===== src/design/epd_pkg.sv =====
// shared types and constants for the encoder position drive block
// no dependencies; every other file refers to it by scoped names

package epd_pkg;

   // pwm period in timer ticks and encoder thresholds
   localparam int unsigned PWM_PERIOD     = 1000;
   localparam int unsigned WRAP_THRESHOLD = 1000;
   localparam int unsigned MOVE_THRESHOLD = 50;

   // power is carried in hundredths of a percent
   localparam int unsigned FULL_SCALE     = 10000;
   localparam int unsigned PCT_SCALE      = 100;
   localparam int unsigned MAX_CAP_PCT    = 100;
   localparam int unsigned MIN_MOVE_POWER = 50;

   localparam int unsigned POWER_W = 14;
   localparam int unsigned DUTY_W  = 16;
   localparam int unsigned POS_W   = 32;
   localparam int unsigned DELTA_W = 17;
   localparam int unsigned ERR_W   = 33;
   localparam int unsigned CAP_W   = 7;

   // floor(x * PWM_PERIOD / FULL_SCALE) as (x * RECIP) >> RECIP_SHIFT,
   // exact for every x up to FULL_SCALE since FULL_SCALE^2 < 2^RECIP_SHIFT
   localparam int unsigned RECIP_SHIFT = 27;
   localparam int unsigned RECIP_W     = 30;
   localparam longint unsigned RECIP_FULL =
      ((longint'(PWM_PERIOD) << RECIP_SHIFT) + longint'(FULL_SCALE) - 1) /
      longint'(FULL_SCALE);
   localparam logic [RECIP_W-1:0] RECIP = RECIP_W'(RECIP_FULL);
   localparam int unsigned PROD_W = POWER_W + RECIP_W;

   // configuration port
   localparam int unsigned CSR_INDEX_W = 2;
   localparam int unsigned CSR_DATA_W  = 7;

   typedef enum logic [CSR_INDEX_W-1:0] {
      CSR_POWER_CAP   = 2'd0,
      CSR_POLARITY    = 2'd1,
      CSR_PRIMARY_CH3 = 2'd2
   } csr_index_type;

   typedef enum logic [2:0] {
      OP_SAMPLE     = 3'd0,
      OP_CONTROL    = 3'd1,
      OP_SET_TARGET = 3'd2,
      OP_ADD_TARGET = 3'd3,
      OP_SET_COUNT  = 3'd4,
      OP_MANUAL     = 3'd5
   } op_type;

   typedef struct packed {
      logic              forward;
      logic              reversed;
      logic [ERR_W-1:0]  power;
      logic [POWER_W-1:0] limit;
   } drive_req_type;

   typedef struct packed {
      logic [DUTY_W-1:0] duty_primary;
      logic [DUTY_W-1:0] duty_secondary;
      logic              moving;
   } drive_rsp_type;

endpackage


===== src/design/epd_ifs.sv =====
// channel interfaces of the encoder position drive block
// depends on epd_pkg for field widths

interface epd_req_if;
   logic                              valid;
   logic                              ready;
   logic [2:0]                        opcode;
   logic [15:0]                       encoder_count;
   logic signed [epd_pkg::POS_W-1:0]  operand_value;
   logic                              drive_forward;
   logic [epd_pkg::POWER_W-1:0]       drive_power;

   modport source (output valid, opcode, encoder_count, operand_value,
                   drive_forward, drive_power, input ready);
   modport sink (input valid, opcode, encoder_count, operand_value,
                 drive_forward, drive_power, output ready);
endinterface

interface epd_rsp_if;
   logic                               valid;
   logic                               ready;
   logic [epd_pkg::DUTY_W-1:0]         duty_primary;
   logic [epd_pkg::DUTY_W-1:0]         duty_secondary;
   logic signed [epd_pkg::POS_W-1:0]   total_count;
   logic signed [epd_pkg::POS_W-1:0]   target_position;
   logic signed [epd_pkg::DELTA_W-1:0] last_delta;
   logic                               moving;

   modport source (output valid, duty_primary, duty_secondary, total_count,
                   target_position, last_delta, moving, input ready);
   modport sink (input valid, duty_primary, duty_secondary, total_count,
                 target_position, last_delta, moving, output ready);
endinterface

interface epd_csr_if;
   logic                               valid;
   logic                               ready;
   logic [epd_pkg::CSR_INDEX_W-1:0]    index;
   logic [epd_pkg::CSR_DATA_W-1:0]     data;

   modport source (output valid, index, data, input ready);
   modport sink (input valid, index, data, output ready);
endinterface


===== src/design/epd_drive.sv =====
// power to h-bridge compare conversion: clamp, scale to ticks, pick sides
// depends on epd_pkg

module epd_drive (
   input  epd_pkg::drive_req_type drive_req,
   output epd_pkg::drive_rsp_type drive_rsp
);

   logic [epd_pkg::POWER_W-1:0] clamped;
   logic [epd_pkg::POWER_W-1:0] headroom;
   logic [epd_pkg::PROD_W-1:0]  product;
   logic [epd_pkg::DUTY_W-1:0]  reduced;
   logic [epd_pkg::DUTY_W-1:0]  full;
   logic                        primary_full;

   always_comb begin
      if (drive_req.power > epd_pkg::ERR_W'(drive_req.limit)) begin
         clamped = drive_req.limit;
      end else begin
         clamped = drive_req.power[epd_pkg::POWER_W-1:0];
      end
      headroom = epd_pkg::POWER_W'(epd_pkg::FULL_SCALE) - clamped;
      product  = epd_pkg::PROD_W'(headroom) * epd_pkg::PROD_W'(epd_pkg::RECIP);
      reduced  = product[epd_pkg::RECIP_SHIFT +: epd_pkg::DUTY_W];
      full     = epd_pkg::DUTY_W'(epd_pkg::PWM_PERIOD);
      // reversed polarity swaps which bridge side sees the reduced compare
      primary_full = drive_req.forward ^ drive_req.reversed;

      drive_rsp.duty_primary   = primary_full ? full : reduced;
      drive_rsp.duty_secondary = primary_full ? reduced : full;
      // motion is judged on the requested power, before the cap
      drive_rsp.moving = drive_req.power >= epd_pkg::ERR_W'(epd_pkg::MIN_MOVE_POWER);
   end

endmodule


===== src/design/encoder_position_p_drive_top.sv =====
// top level of the encoder position drive block: input register, state update, result register
// depends on epd_pkg, the channel interfaces in epd_ifs and epd_drive

// Each request beat carries one opcode: encoder sample, control update, set or add target,
// set count, or manual drive; every accepted beat returns exactly one response beat showing the
// position, target, last delta, motion flag and both h-bridge compare values after the step.
// One beat is accepted every clock cycle while the response side does not stall; a beat
// passes through the input register, the state update and the result register before its
// response is presented. Stalls on the response side hold both registers and back-pressure
// the request side.
// Configuration writes are always ready; the primary channel select register only steers timer
// routing outside this block and does not change any compare value.

module encoder_position_p_drive_top (
   input logic         clock,
   input logic         reset,
   epd_req_if.sink     req_bus,
   epd_rsp_if.source   rsp_bus,
   epd_csr_if.sink     csr_bus
);

   // configuration
   logic [epd_pkg::POWER_W-1:0] cap_limit_ff;
   logic                        reversed_ff;
   logic [epd_pkg::CAP_W-1:0]   cap_pct;

   // input register
   logic                              in_valid_ff;
   logic [2:0]                        in_opcode_ff;
   logic [15:0]                       in_encoder_ff;
   logic signed [epd_pkg::POS_W-1:0]  in_operand_ff;
   logic                              in_forward_ff;
   logic [epd_pkg::POWER_W-1:0]       in_power_ff;

   // block state
   logic [15:0]                        prev_encoder_ff, prev_encoder_in;
   logic signed [epd_pkg::POS_W-1:0]   total_ff, total_in;
   logic signed [epd_pkg::POS_W-1:0]   target_ff, target_in;
   logic signed [epd_pkg::DELTA_W-1:0] delta_ff, delta_in;
   logic                               moving_ff, moving_in;
   logic [epd_pkg::DUTY_W-1:0]         duty_pri_ff, duty_pri_in;
   logic [epd_pkg::DUTY_W-1:0]         duty_sec_ff, duty_sec_in;

   // result register
   logic rsp_valid_ff;

   logic advance;
   logic fire;

   logic signed [epd_pkg::DELTA_W-1:0] delta_raw;
   logic signed [epd_pkg::DELTA_W-1:0] delta_adj;
   logic signed [epd_pkg::ERR_W-1:0]   pos_error;
   logic [epd_pkg::ERR_W-1:0]          error_mag;
   epd_pkg::drive_req_type             drive_req;
   epd_pkg::drive_rsp_type             drive_rsp;

   localparam logic signed [epd_pkg::DELTA_W-1:0] WRAP_POS =
      epd_pkg::DELTA_W'(epd_pkg::WRAP_THRESHOLD);
   localparam logic signed [epd_pkg::DELTA_W-1:0] MOVE_POS =
      epd_pkg::DELTA_W'(epd_pkg::MOVE_THRESHOLD);

   // handshake
   assign advance       = !rsp_valid_ff || rsp_bus.ready;
   assign fire          = in_valid_ff && advance;
   assign req_bus.ready = !in_valid_ff || advance;
   assign csr_bus.ready = 1'b1;
   assign rsp_bus.valid = rsp_valid_ff;

   // configuration writes
   assign cap_pct = csr_bus.data[epd_pkg::CAP_W-1:0];

   always_ff @(posedge clock) begin
      if (reset) begin
         cap_limit_ff <= epd_pkg::POWER_W'(epd_pkg::FULL_SCALE);
         reversed_ff  <= 1'b0;
      end else if (csr_bus.valid) begin
         case (csr_bus.index)
            epd_pkg::CSR_POWER_CAP: begin
               // cap kept as a limit in hundredths of a percent, saturated at full scale
               if (cap_pct > epd_pkg::CAP_W'(epd_pkg::MAX_CAP_PCT)) begin
                  cap_limit_ff <= epd_pkg::POWER_W'(epd_pkg::FULL_SCALE);
               end else begin
                  cap_limit_ff <= epd_pkg::POWER_W'(cap_pct) *
                                  epd_pkg::POWER_W'(epd_pkg::PCT_SCALE);
               end
            end
            epd_pkg::CSR_POLARITY: begin
               reversed_ff <= csr_bus.data[0];
            end
            epd_pkg::CSR_PRIMARY_CH3: begin
               // channel routing lives in the timer setup, nothing to hold here
            end
            default: begin
            end
         endcase
      end
   end

   // input register
   always_ff @(posedge clock) begin
      if (reset) begin
         in_valid_ff <= 1'b0;
      end else if (req_bus.ready) begin
         in_valid_ff <= req_bus.valid;
      end
   end

   always_ff @(posedge clock) begin
      if (req_bus.valid && req_bus.ready) begin
         in_opcode_ff  <= req_bus.opcode;
         in_encoder_ff <= req_bus.encoder_count;
         in_operand_ff <= req_bus.operand_value;
         in_forward_ff <= req_bus.drive_forward;
         in_power_ff   <= req_bus.drive_power;
      end
   end

   // sample and control arithmetic
   always_comb begin
      delta_raw = $signed({1'b0, in_encoder_ff}) - $signed({1'b0, prev_encoder_ff});
      // +65536 and -65536 are the same change modulo 2^17: flip the top bit
      if (delta_raw < -WRAP_POS || delta_raw > WRAP_POS) begin
         delta_adj = {~delta_raw[epd_pkg::DELTA_W-1], delta_raw[epd_pkg::DELTA_W-2:0]};
      end else begin
         delta_adj = delta_raw;
      end

      pos_error = epd_pkg::ERR_W'(target_ff) - epd_pkg::ERR_W'(total_ff);
      error_mag = pos_error[epd_pkg::ERR_W-1] ? epd_pkg::ERR_W'(-pos_error)
                                              : epd_pkg::ERR_W'(pos_error);

      drive_req.reversed = reversed_ff;
      drive_req.limit    = cap_limit_ff;
      if (in_opcode_ff == epd_pkg::OP_MANUAL) begin
         drive_req.forward = in_forward_ff;
         drive_req.power   = epd_pkg::ERR_W'(in_power_ff);
      end else begin
         drive_req.forward = !pos_error[epd_pkg::ERR_W-1];
         drive_req.power   = error_mag;
      end
   end

   epd_drive u_drive (
      .drive_req (drive_req),
      .drive_rsp (drive_rsp)
   );

   // next state
   always_comb begin
      prev_encoder_in = prev_encoder_ff;
      total_in        = total_ff;
      target_in       = target_ff;
      delta_in        = delta_ff;
      moving_in       = moving_ff;
      duty_pri_in     = duty_pri_ff;
      duty_sec_in     = duty_sec_ff;
      case (in_opcode_ff)
         epd_pkg::OP_SAMPLE: begin
            prev_encoder_in = in_encoder_ff;
            total_in        = total_ff + epd_pkg::POS_W'(delta_adj);
            delta_in        = delta_adj;
            moving_in       = delta_adj > MOVE_POS || delta_adj < -MOVE_POS;
         end
         epd_pkg::OP_CONTROL, epd_pkg::OP_MANUAL: begin
            duty_pri_in = drive_rsp.duty_primary;
            duty_sec_in = drive_rsp.duty_secondary;
            moving_in   = drive_rsp.moving;
         end
         epd_pkg::OP_SET_TARGET: begin
            target_in = in_operand_ff;
         end
         epd_pkg::OP_ADD_TARGET: begin
            target_in = target_ff + in_operand_ff;
         end
         epd_pkg::OP_SET_COUNT: begin
            total_in = in_operand_ff;
         end
         default: begin
         end
      endcase
   end

   always_ff @(posedge clock) begin
      if (reset) begin
         prev_encoder_ff <= '0;
         total_ff        <= '0;
         target_ff       <= '0;
         delta_ff        <= '0;
         moving_ff       <= 1'b0;
         duty_pri_ff     <= '0;
         duty_sec_ff     <= '0;
      end else if (fire) begin
         prev_encoder_ff <= prev_encoder_in;
         total_ff        <= total_in;
         target_ff       <= target_in;
         delta_ff        <= delta_in;
         moving_ff       <= moving_in;
         duty_pri_ff     <= duty_pri_in;
         duty_sec_ff     <= duty_sec_in;
      end
   end

   // result register
   always_ff @(posedge clock) begin
      if (reset) begin
         rsp_valid_ff <= 1'b0;
      end else if (advance) begin
         rsp_valid_ff <= in_valid_ff;
      end
   end

   always_ff @(posedge clock) begin
      if (fire) begin
         rsp_bus.duty_primary    <= duty_pri_in;
         rsp_bus.duty_secondary  <= duty_sec_in;
         rsp_bus.total_count     <= total_in;
         rsp_bus.target_position <= target_in;
         rsp_bus.last_delta      <= delta_in;
         rsp_bus.moving          <= moving_in;
      end
   end

   // a held input beat is not dropped while the result side stalls
   assert property (@(posedge clock) disable iff (reset)
      in_valid_ff && !advance |=> in_valid_ff)
      else $error("input beat lost during response stall");

   // the effective cap never exceeds full scale
   assert property (@(posedge clock) disable iff (reset)
      cap_limit_ff <= epd_pkg::POWER_W'(epd_pkg::FULL_SCALE))
      else $error("power limit above full scale");

   // one bridge side is always at the full period once any drive happened
   assert property (@(posedge clock) disable iff (reset)
      rsp_valid_ff |-> (rsp_bus.duty_primary == epd_pkg::DUTY_W'(epd_pkg::PWM_PERIOD) ||
                        rsp_bus.duty_secondary == epd_pkg::DUTY_W'(epd_pkg::PWM_PERIOD) ||
                        (rsp_bus.duty_primary == '0 && rsp_bus.duty_secondary == '0)))
      else $error("neither bridge side at full period");

   // a sample moves the total by exactly the recorded delta
   assert property (@(posedge clock) disable iff (reset)
      fire && in_opcode_ff == epd_pkg::OP_SAMPLE |=>
         total_ff == $past(total_ff) + epd_pkg::POS_W'(delta_ff))
      else $error("total not advanced by sample delta");

endmodule


===== src/flat_wrapper.sv =====
// flat-port wrapper written by rule: the top's interface ports become plain ports
module encoder_position_p_drive_top_flat 
  (clock, reset, req_bus_valid, req_bus_opcode, req_bus_encoder_count, req_bus_operand_value, req_bus_drive_forward, req_bus_drive_power, req_bus_ready, rsp_bus_valid, rsp_bus_duty_primary, rsp_bus_duty_secondary, rsp_bus_total_count, rsp_bus_target_position, rsp_bus_last_delta, rsp_bus_moving, rsp_bus_ready, csr_bus_valid, csr_bus_index, csr_bus_data, csr_bus_ready);
  epd_req_if req_bus_i ();
  epd_rsp_if rsp_bus_i ();
  epd_csr_if csr_bus_i ();
  input logic clock;
  input logic reset;
  input wire logic [$bits(req_bus_i.valid)-1:0] req_bus_valid;
  input wire logic [$bits(req_bus_i.opcode)-1:0] req_bus_opcode;
  input wire logic [$bits(req_bus_i.encoder_count)-1:0] req_bus_encoder_count;
  input wire logic [$bits(req_bus_i.operand_value)-1:0] req_bus_operand_value;
  input wire logic [$bits(req_bus_i.drive_forward)-1:0] req_bus_drive_forward;
  input wire logic [$bits(req_bus_i.drive_power)-1:0] req_bus_drive_power;
  output wire logic [$bits(req_bus_i.ready)-1:0] req_bus_ready;
  output wire logic [$bits(rsp_bus_i.valid)-1:0] rsp_bus_valid;
  output wire logic [$bits(rsp_bus_i.duty_primary)-1:0] rsp_bus_duty_primary;
  output wire logic [$bits(rsp_bus_i.duty_secondary)-1:0] rsp_bus_duty_secondary;
  output wire logic [$bits(rsp_bus_i.total_count)-1:0] rsp_bus_total_count;
  output wire logic [$bits(rsp_bus_i.target_position)-1:0] rsp_bus_target_position;
  output wire logic [$bits(rsp_bus_i.last_delta)-1:0] rsp_bus_last_delta;
  output wire logic [$bits(rsp_bus_i.moving)-1:0] rsp_bus_moving;
  input wire logic [$bits(rsp_bus_i.ready)-1:0] rsp_bus_ready;
  input wire logic [$bits(csr_bus_i.valid)-1:0] csr_bus_valid;
  input wire logic [$bits(csr_bus_i.index)-1:0] csr_bus_index;
  input wire logic [$bits(csr_bus_i.data)-1:0] csr_bus_data;
  output wire logic [$bits(csr_bus_i.ready)-1:0] csr_bus_ready;
  assign req_bus_i.valid = req_bus_valid;
  assign req_bus_i.opcode = req_bus_opcode;
  assign req_bus_i.encoder_count = req_bus_encoder_count;
  assign req_bus_i.operand_value = req_bus_operand_value;
  assign req_bus_i.drive_forward = req_bus_drive_forward;
  assign req_bus_i.drive_power = req_bus_drive_power;
  assign req_bus_ready = req_bus_i.ready;
  assign rsp_bus_valid = rsp_bus_i.valid;
  assign rsp_bus_duty_primary = rsp_bus_i.duty_primary;
  assign rsp_bus_duty_secondary = rsp_bus_i.duty_secondary;
  assign rsp_bus_total_count = rsp_bus_i.total_count;
  assign rsp_bus_target_position = rsp_bus_i.target_position;
  assign rsp_bus_last_delta = rsp_bus_i.last_delta;
  assign rsp_bus_moving = rsp_bus_i.moving;
  assign rsp_bus_i.ready = rsp_bus_ready;
  assign csr_bus_i.valid = csr_bus_valid;
  assign csr_bus_i.index = csr_bus_index;
  assign csr_bus_i.data = csr_bus_data;
  assign csr_bus_ready = csr_bus_i.ready;
  encoder_position_p_drive_top u_core (.clock(clock), .reset(reset), .req_bus(req_bus_i), .rsp_bus(rsp_bus_i), .csr_bus(csr_bus_i));
endmodule

===== config.mk =====
export PLATFORM = sky130hd
export DESIGN_NAME = encoder_position_p_drive_top_flat
export DESIGN_NICKNAME = d
export VERILOG_FILES = /design/src/design/epd_pkg.sv /design/src/design/epd_ifs.sv /design/src/design/epd_drive.sv /design/src/design/encoder_position_p_drive_top.sv /design/src/flat_wrapper.sv
export SDC_FILE = /design/constraint.sdc
export NUM_CORES = 1
export LEC_CHECK = 0
export BUFFER_PORTS_ARGS = -buffer_cell sky130_fd_sc_hd__buf_2
export CAP_MARGIN = 0
export CORE_MARGIN = 2
export CORE_UTILIZATION = 50
export CTS_BUF_LIST = sky130_fd_sc_hd__clkbuf_2 sky130_fd_sc_hd__clkbuf_4 sky130_fd_sc_hd__clkbuf_8
export CTS_CLUSTER_DIAMETER = 100
export DETAILED_ROUTE_END_ITERATION = 16
export GPL_TIMING_DRIVEN = 0
export PLACE_DENSITY = 0.8
export SETUP_SLACK_MARGIN = 0.02
export SYNTH_ARGS = -nofsm -noshare
export SYNTH_HDL_FRONTEND = slang
export SYNTH_SLANG_ARGS = --single-unit

===== constraint.sdc =====
create_clock -name clock -period 30.1 [get_ports clock]
set_input_delay 0 -clock clock [delete_from_list [all_inputs] [get_ports clock]]
set_output_delay 0 -clock clock [all_outputs]
set_load 0.01 [all_outputs]

==> key figures <==
Power
  – Internal power summed over all cells: between 1.5 and 2 mW
  – VDD IR-drop max: approximately 0.00016 V
  – Share of power burned in combinational logic: between 60% and 70%
  – P per Cell Area: 109 nW/µm²
  – Leakage power: 12.4 nW
  – Flop pwr share: roughly 17%
  – Clock power share: between 15 and 20%
  – Sw Share: between 40% and 50%
  – Reported net switching power: about 1.5 mW
  – Sum of internal, switching and leakage power: between 3 and 4 mW

Critical path
  – Worst R2R End: u_core.rsp_bus.duty_primary[7]
  – CP Launch Point: u_core.target_ff[0]
  – Worst Reg-to-Reg Cells: 59
  – Data arrival at the endpoint of the critical path: 14.52 ns
  – Reg-to-reg setup timing slack: 15.95 ns
  – Worst path top cell family by delay: compound AO/OA/AOI/OAI gates
  – Maximum fanout encountered on the critical timing path: 10
  – Critical path's most frequent cell: sky130_fd_sc_hd__a21oi_1
  – Largest incremental delay on the critical path: about 0.60 ns
  – Type of the setup path with the least slack: reg -> reg
  – Slowest CP cell: sky130_fd_sc_hd__or3_1
  – Critical Path End Type: flop
  – Worst endpoint required time: 30.47 ns
  – Buffers and inverters on the worst path: 6
  – Worst r2r src: u_core.target_ff[0]
  – Kind of start point of the critical path: flop

Logic synthesis
  – Largest cells by area after synthesis: sky130_fd_sc_hd__edfxtp_1 (22%), sky130_fd_sc_hd__ha_1 (14%), sky130_fd_sc_hd__dfxtp_1 (12%), sky130_fd_sc_hd__fa_1 (5.6%), sky130_fd_sc_hd__a21oi_1 (5.5%)
  – Main synth FF type: sky130_fd_sc_hd__edfxtp_1
  – Post-synthesis xor/xnor area fraction: roughly 5%
  – Synth Register Bits: 325
  – Count of flip-flops with a built-in enable after synthesis: 180
  – Top cell type's share of synthesized area: approximately 22%
  – Async set or reset register ratio after synthesis: 0%
  – Seq/Total Area, Yosys: roughly a third
  – Post-Synth Simple-Gate Area: between 15 and 20%
  – Synth Area per Inst: 8.93 µm²
  – Fraction of the mapped netlist area in adder cells: 19.3%
  – Main combinational cell family by area after synthesis: adder cells
  – Multiplexer area fraction after synthesis: 2.24%
  – Syn_nets: about 3,100
  – Cell variety after synth: 99
  – Compound-gate portion of the synthesized area: around 18%
  – Cell Area, Synth: ~24,000 µm²
  – Biggest area consumer among synthesized cells: sky130_fd_sc_hd__edfxtp_1
  – Number of instances in the synthesized netlist: roughly 2,700
  – Count of warnings emitted by yosys: 0

Clocking
  – Clock root cell: sky130_fd_sc_hd__clkbuf_8
  – CTS tree: done
  – Clock input transition at the sequential cells of the worst setup and hold paths: 0.07 ns
  – Post-cts gate resize count: 0
  – H-tree levels: 2
  – Num Clock Sinks: between 300 and 400
  – # Post-CTS Setup Buffers: 0
  – Later-pin clock latency in the skew report: approximately 0.70 ns
  – Maximum count of clock buffers along a single path: 3
  – CTS buffer count: 55

STA
  – Slew at the pin closest to its max-slew limit: around 1.2 ns
  – Final setup fails: 0
  – Worst-case setup margin in the final layout: approximately 16 ns
  – Unrepaired setup endpoints after global routing: false
  – Final critical-path share of the clock period: roughly 47%
  – Setup skew after layout: 0.0732 ns
  – Worst hold-check slack: between 0.015 and 0.02 ns
  – Final count of pins violating max slew: 0
  – Accumulated negative setup slack: 0 ns
  – Achievable Freq: 70.7 MHz
  – Post-layout minimum cycle time: around 14 ns
  – Max-slew headroom at the worst pin: between 20% and 30%
  – Final hold violation count: 0

Global route
  – All-layer global routing usage: between 20% and 30%
  – Number of global-route vias before repair: 20,700
  – Overflow left after global routing: 0
  – Initial antenna violation count: 1
  – Wire length of the first global-routing pass: ~110,000 µm
  – Largest net degree at the start of global routing: 65

Floorplan
  – Die Outline Area: between 50,000 and 60,000 µm²
  – Number of cell rows: 80
  – Core region area: between 40,000 and 50,000 µm²
  – Horiz. Die Dim: between 200 and 250 µm
  – IO Count: 197
  – Starting Density: about half
  – Die height: about 220 µm

Min path
  – Hold Path Sink: u_core.in_operand_ff[14]
  – Cell count of the worst hold path: 2
  – Hold/Removal Path Class: in -> reg
  – Min-Delay Startpoint: req_bus_operand_value[14]

Routing
  – Remaining routing DRC violations: 0
  – Length of the first detailed-routing pass in iterations: 6
  – Routed wire length: about 70,000 µm
  – Number of nets with antenna violations after routing: 0
  – Per-cell routed wire length: about 19 µm
  – Via count of the routed design: 21,600
  – Via-to-Cell Ratio: roughly 5.8
  – Count of routing violations after the opening detailed-route iteration: about 1,900

Finish
  – Layout Area Growth over Synthesis: 16.7%
  – Antenna cell count: 0
  – Post-route cell area: between 20,000 and 30,000 µm²
  – Layout cells sized above 1: around 11%
  – Total number of nets in the final design: around 3,500

Placed design
  – Gpl congestion: 0.952
  – HPWL reported at the end of detailed placement: approximately 52,000 µm
  – Count of buffers inserted at the top-level ports: between 150 and 200
  – Area of placed instances: about 26,000 µm²
  – Pre-CTS setup slack: between 15 and 20 ns

Run status
  – Outcome: complete, no violations

Job
  – MaxCap Viol Count: 0
## cell usage after synthesis (5+ instances only)
cell,instances
sky130_fd_sc_hd__nand2_1,352
sky130_fd_sc_hd__a21oi_1,269
sky130_fd_sc_hd__ha_1,266
sky130_fd_sc_hd__inv_1,234
sky130_fd_sc_hd__nor2_1,182
sky130_fd_sc_hd__edfxtp_1,180
sky130_fd_sc_hd__o21ai_0,152
sky130_fd_sc_hd__dfxtp_1,145
sky130_fd_sc_hd__xnor2_1,93
sky130_fd_sc_hd__clkbuf_1,82
sky130_fd_sc_hd__fa_1,68
sky130_fd_sc_hd__mux2i_1,51
sky130_fd_sc_hd__a21o_1,49
sky130_fd_sc_hd__nand3_1,46
sky130_fd_sc_hd__xor2_1,45
sky130_fd_sc_hd__nor3_1,43
sky130_fd_sc_hd__a211oi_1,35
sky130_fd_sc_hd__nand2b_1,33
sky130_fd_sc_hd__a31oi_1,29
sky130_fd_sc_hd__o21bai_1,28
sky130_fd_sc_hd__and3_1,27
sky130_fd_sc_hd__nand4_1,26
sky130_fd_sc_hd__and2_1,23
sky130_fd_sc_hd__o21a_1,18
sky130_fd_sc_hd__nor2b_1,17
sky130_fd_sc_hd__o211ai_1,16
sky130_fd_sc_hd__o31ai_1,15
sky130_fd_sc_hd__or2_2,13
sky130_fd_sc_hd__a22oi_1,11
sky130_fd_sc_hd__or3_1,11
sky130_fd_sc_hd__buf_1,10
sky130_fd_sc_hd__a22o_1,9
sky130_fd_sc_hd__nor4_1,9
sky130_fd_sc_hd__and4_1,8
sky130_fd_sc_hd__o21ai_1,6
sky130_fd_sc_hd__o22ai_1,6
sky130_fd_sc_hd__a211o_1,5
sky130_fd_sc_hd__nand3b_1,5
sky130_fd_sc_hd__o221ai_1,5
## through the flow
step                utilization, %  std cells
CTS                           59.4       3736
floorplan                        -       2726
finish                        59.4       3736
detailed placement            54.6       3537
global route                  59.4       3736
global placement              54.5       3535
## repair_timing
action / in CTS / in global routing
hold buffers: 95 / 0
endpoints found under the setup margin: 0 / 0
hold endpoints to repair: 106 / 0
## final cells by class
type,instances,area (µm²)
Buffer,99,393
Clock buffer,73,936
Clock inverter,31,383
Fill cell,4055,19400
Inverter,235,882
Multi-Input combinational cell,2067,14800
Sequential cell,325,8310
Tap cell,615,769
Timing Repair Buffer,291,1980
## how the worst max path moves through the flow
stage	endpoint	cells after the start	slack (ns)
6_report	u_core.rsp_bus.duty_primary[7]	59	15.95
5_1_grt	u_core.rsp_bus.duty_primary[7]	59	14.97
4_1_cts	u_core.rsp_bus.duty_primary[7]	59	16.14
3_5_place_dp	u_core.rsp_bus.duty_primary[7]	59	16.24
3_3_place_gp	u_core.rsp_bus.duty_primary[7]	58	16.27
2_1_floorplan	u_core.rsp_bus.duty_primary[7]	59	18.29
## state kept, by name (all words and copies together), names as in the netlist, 14 cells and up
register and flops:
u_core.in_power_ff 14, u_core.in_operand_ff 32, u_core.rsp_bus.last_delta 17, u_core.total_ff 32
u_core.rsp_bus.duty_secondary 16, u_core.rsp_bus.duty_primary 16, u_core.prev_encoder_ff 16, u_core.target_ff 32
u_core.delta_ff 17, u_core.in_encoder_ff 16, u_core.rsp_bus.target_position 32, u_core.duty_pri_ff 16
u_core.duty_sec_ff 16, u_core.rsp_bus.total_count 32
## power groups by stage
stage / Sequential [mW] / Clock, mW / Combinational (mW)
floorplan: 0.534 / 0 / 1.57
global placement: 0.531 / 0 / 2.04
detailed placement: 0.530 / 0 / 2.06
CTS: 0.521 / 0.482 / 2.10
global route: 0.524 / 0.504 / 2.41
finish: 0.521 / 0.477 / 2.11
## cells by family (layout without fill, tap and decap cells)
logic type | after synthesis | count (layout)
adders and majority gates | 334 | 334
other | 1 | 1
buffers and inverters | 334 | 729
and+or+nand+nor | 821 | 821
muxes | 54 | 54
DFF | 325 | 325
xor gates and xnor gates | 139 | 139
AOI/OAI and AO/OA | 718 | 718
## worst reg2reg max path, delay by kind of cell, from the launching register on
kind	cells	cell delay, ns
compound gates	27	5.40
fa+ha+maj	11	4.39
simple gates	10	1.70
buf+inv	6	0.85
mux	2	0.62
xor+xnor	3	0.49
flops	1	0.41
## layout by cell type (no fill, tap or decap), types with 11 or more instances in the layout
cell type | Yosys | routed
sky130_fd_sc_hd__a211oi_1 | 35 | 35
sky130_fd_sc_hd__a21o_1 | 49 | 49
sky130_fd_sc_hd__a21oi_1 | 269 | 269
sky130_fd_sc_hd__a22oi_1 | 11 | 11
sky130_fd_sc_hd__a31oi_1 | 29 | 29
sky130_fd_sc_hd__and2_1 | 23 | 22
sky130_fd_sc_hd__and3_1 | 27 | 27
sky130_fd_sc_hd__buf_2 | 4 | 198
sky130_fd_sc_hd__clkbuf_1 | 82 | 81
sky130_fd_sc_hd__clkbuf_4 | 0 | 12
sky130_fd_sc_hd__clkbuf_8 | 0 | 62
sky130_fd_sc_hd__dfxtp_1 | 145 | 145
sky130_fd_sc_hd__dlygate4sd3_1 | 0 | 95
sky130_fd_sc_hd__edfxtp_1 | 180 | 180
sky130_fd_sc_hd__fa_1 | 68 | 68
sky130_fd_sc_hd__ha_1 | 266 | 266
sky130_fd_sc_hd__inv_1 | 234 | 234
sky130_fd_sc_hd__mux2i_1 | 51 | 51
sky130_fd_sc_hd__nand2_1 | 352 | 352
sky130_fd_sc_hd__nand2b_1 | 33 | 33
sky130_fd_sc_hd__nand3_1 | 46 | 46
sky130_fd_sc_hd__nand4_1 | 26 | 26
sky130_fd_sc_hd__nor2_1 | 182 | 182
sky130_fd_sc_hd__nor2b_1 | 17 | 17
sky130_fd_sc_hd__nor3_1 | 43 | 43
sky130_fd_sc_hd__o211ai_1 | 16 | 16
sky130_fd_sc_hd__o21a_1 | 18 | 18
sky130_fd_sc_hd__o21ai_0 | 152 | 152
sky130_fd_sc_hd__o21bai_1 | 28 | 28
sky130_fd_sc_hd__o31ai_1 | 15 | 15
sky130_fd_sc_hd__or2_2 | 13 | 13
sky130_fd_sc_hd__or3_1 | 11 | 11
sky130_fd_sc_hd__xnor2_1 | 93 | 93
sky130_fd_sc_hd__xor2_1 | 45 | 45
## routing by layer
metal | vias to the layer above | wire [µm] | track usage [%] | share of wire [%]
li1 | 10400 | - | - | -
met1 | 10200 | 29100 | 35.2 | 42
met2 | 900 | 31800 | 44.3 | 46
met3 | 168 | 5850 | 5.83 | 8.4
met4 | 2 | 2810 | 11.4 | 4.0
met5 | - | 13 | 0 | 0.019
Power figures use the tool's default switching activity.
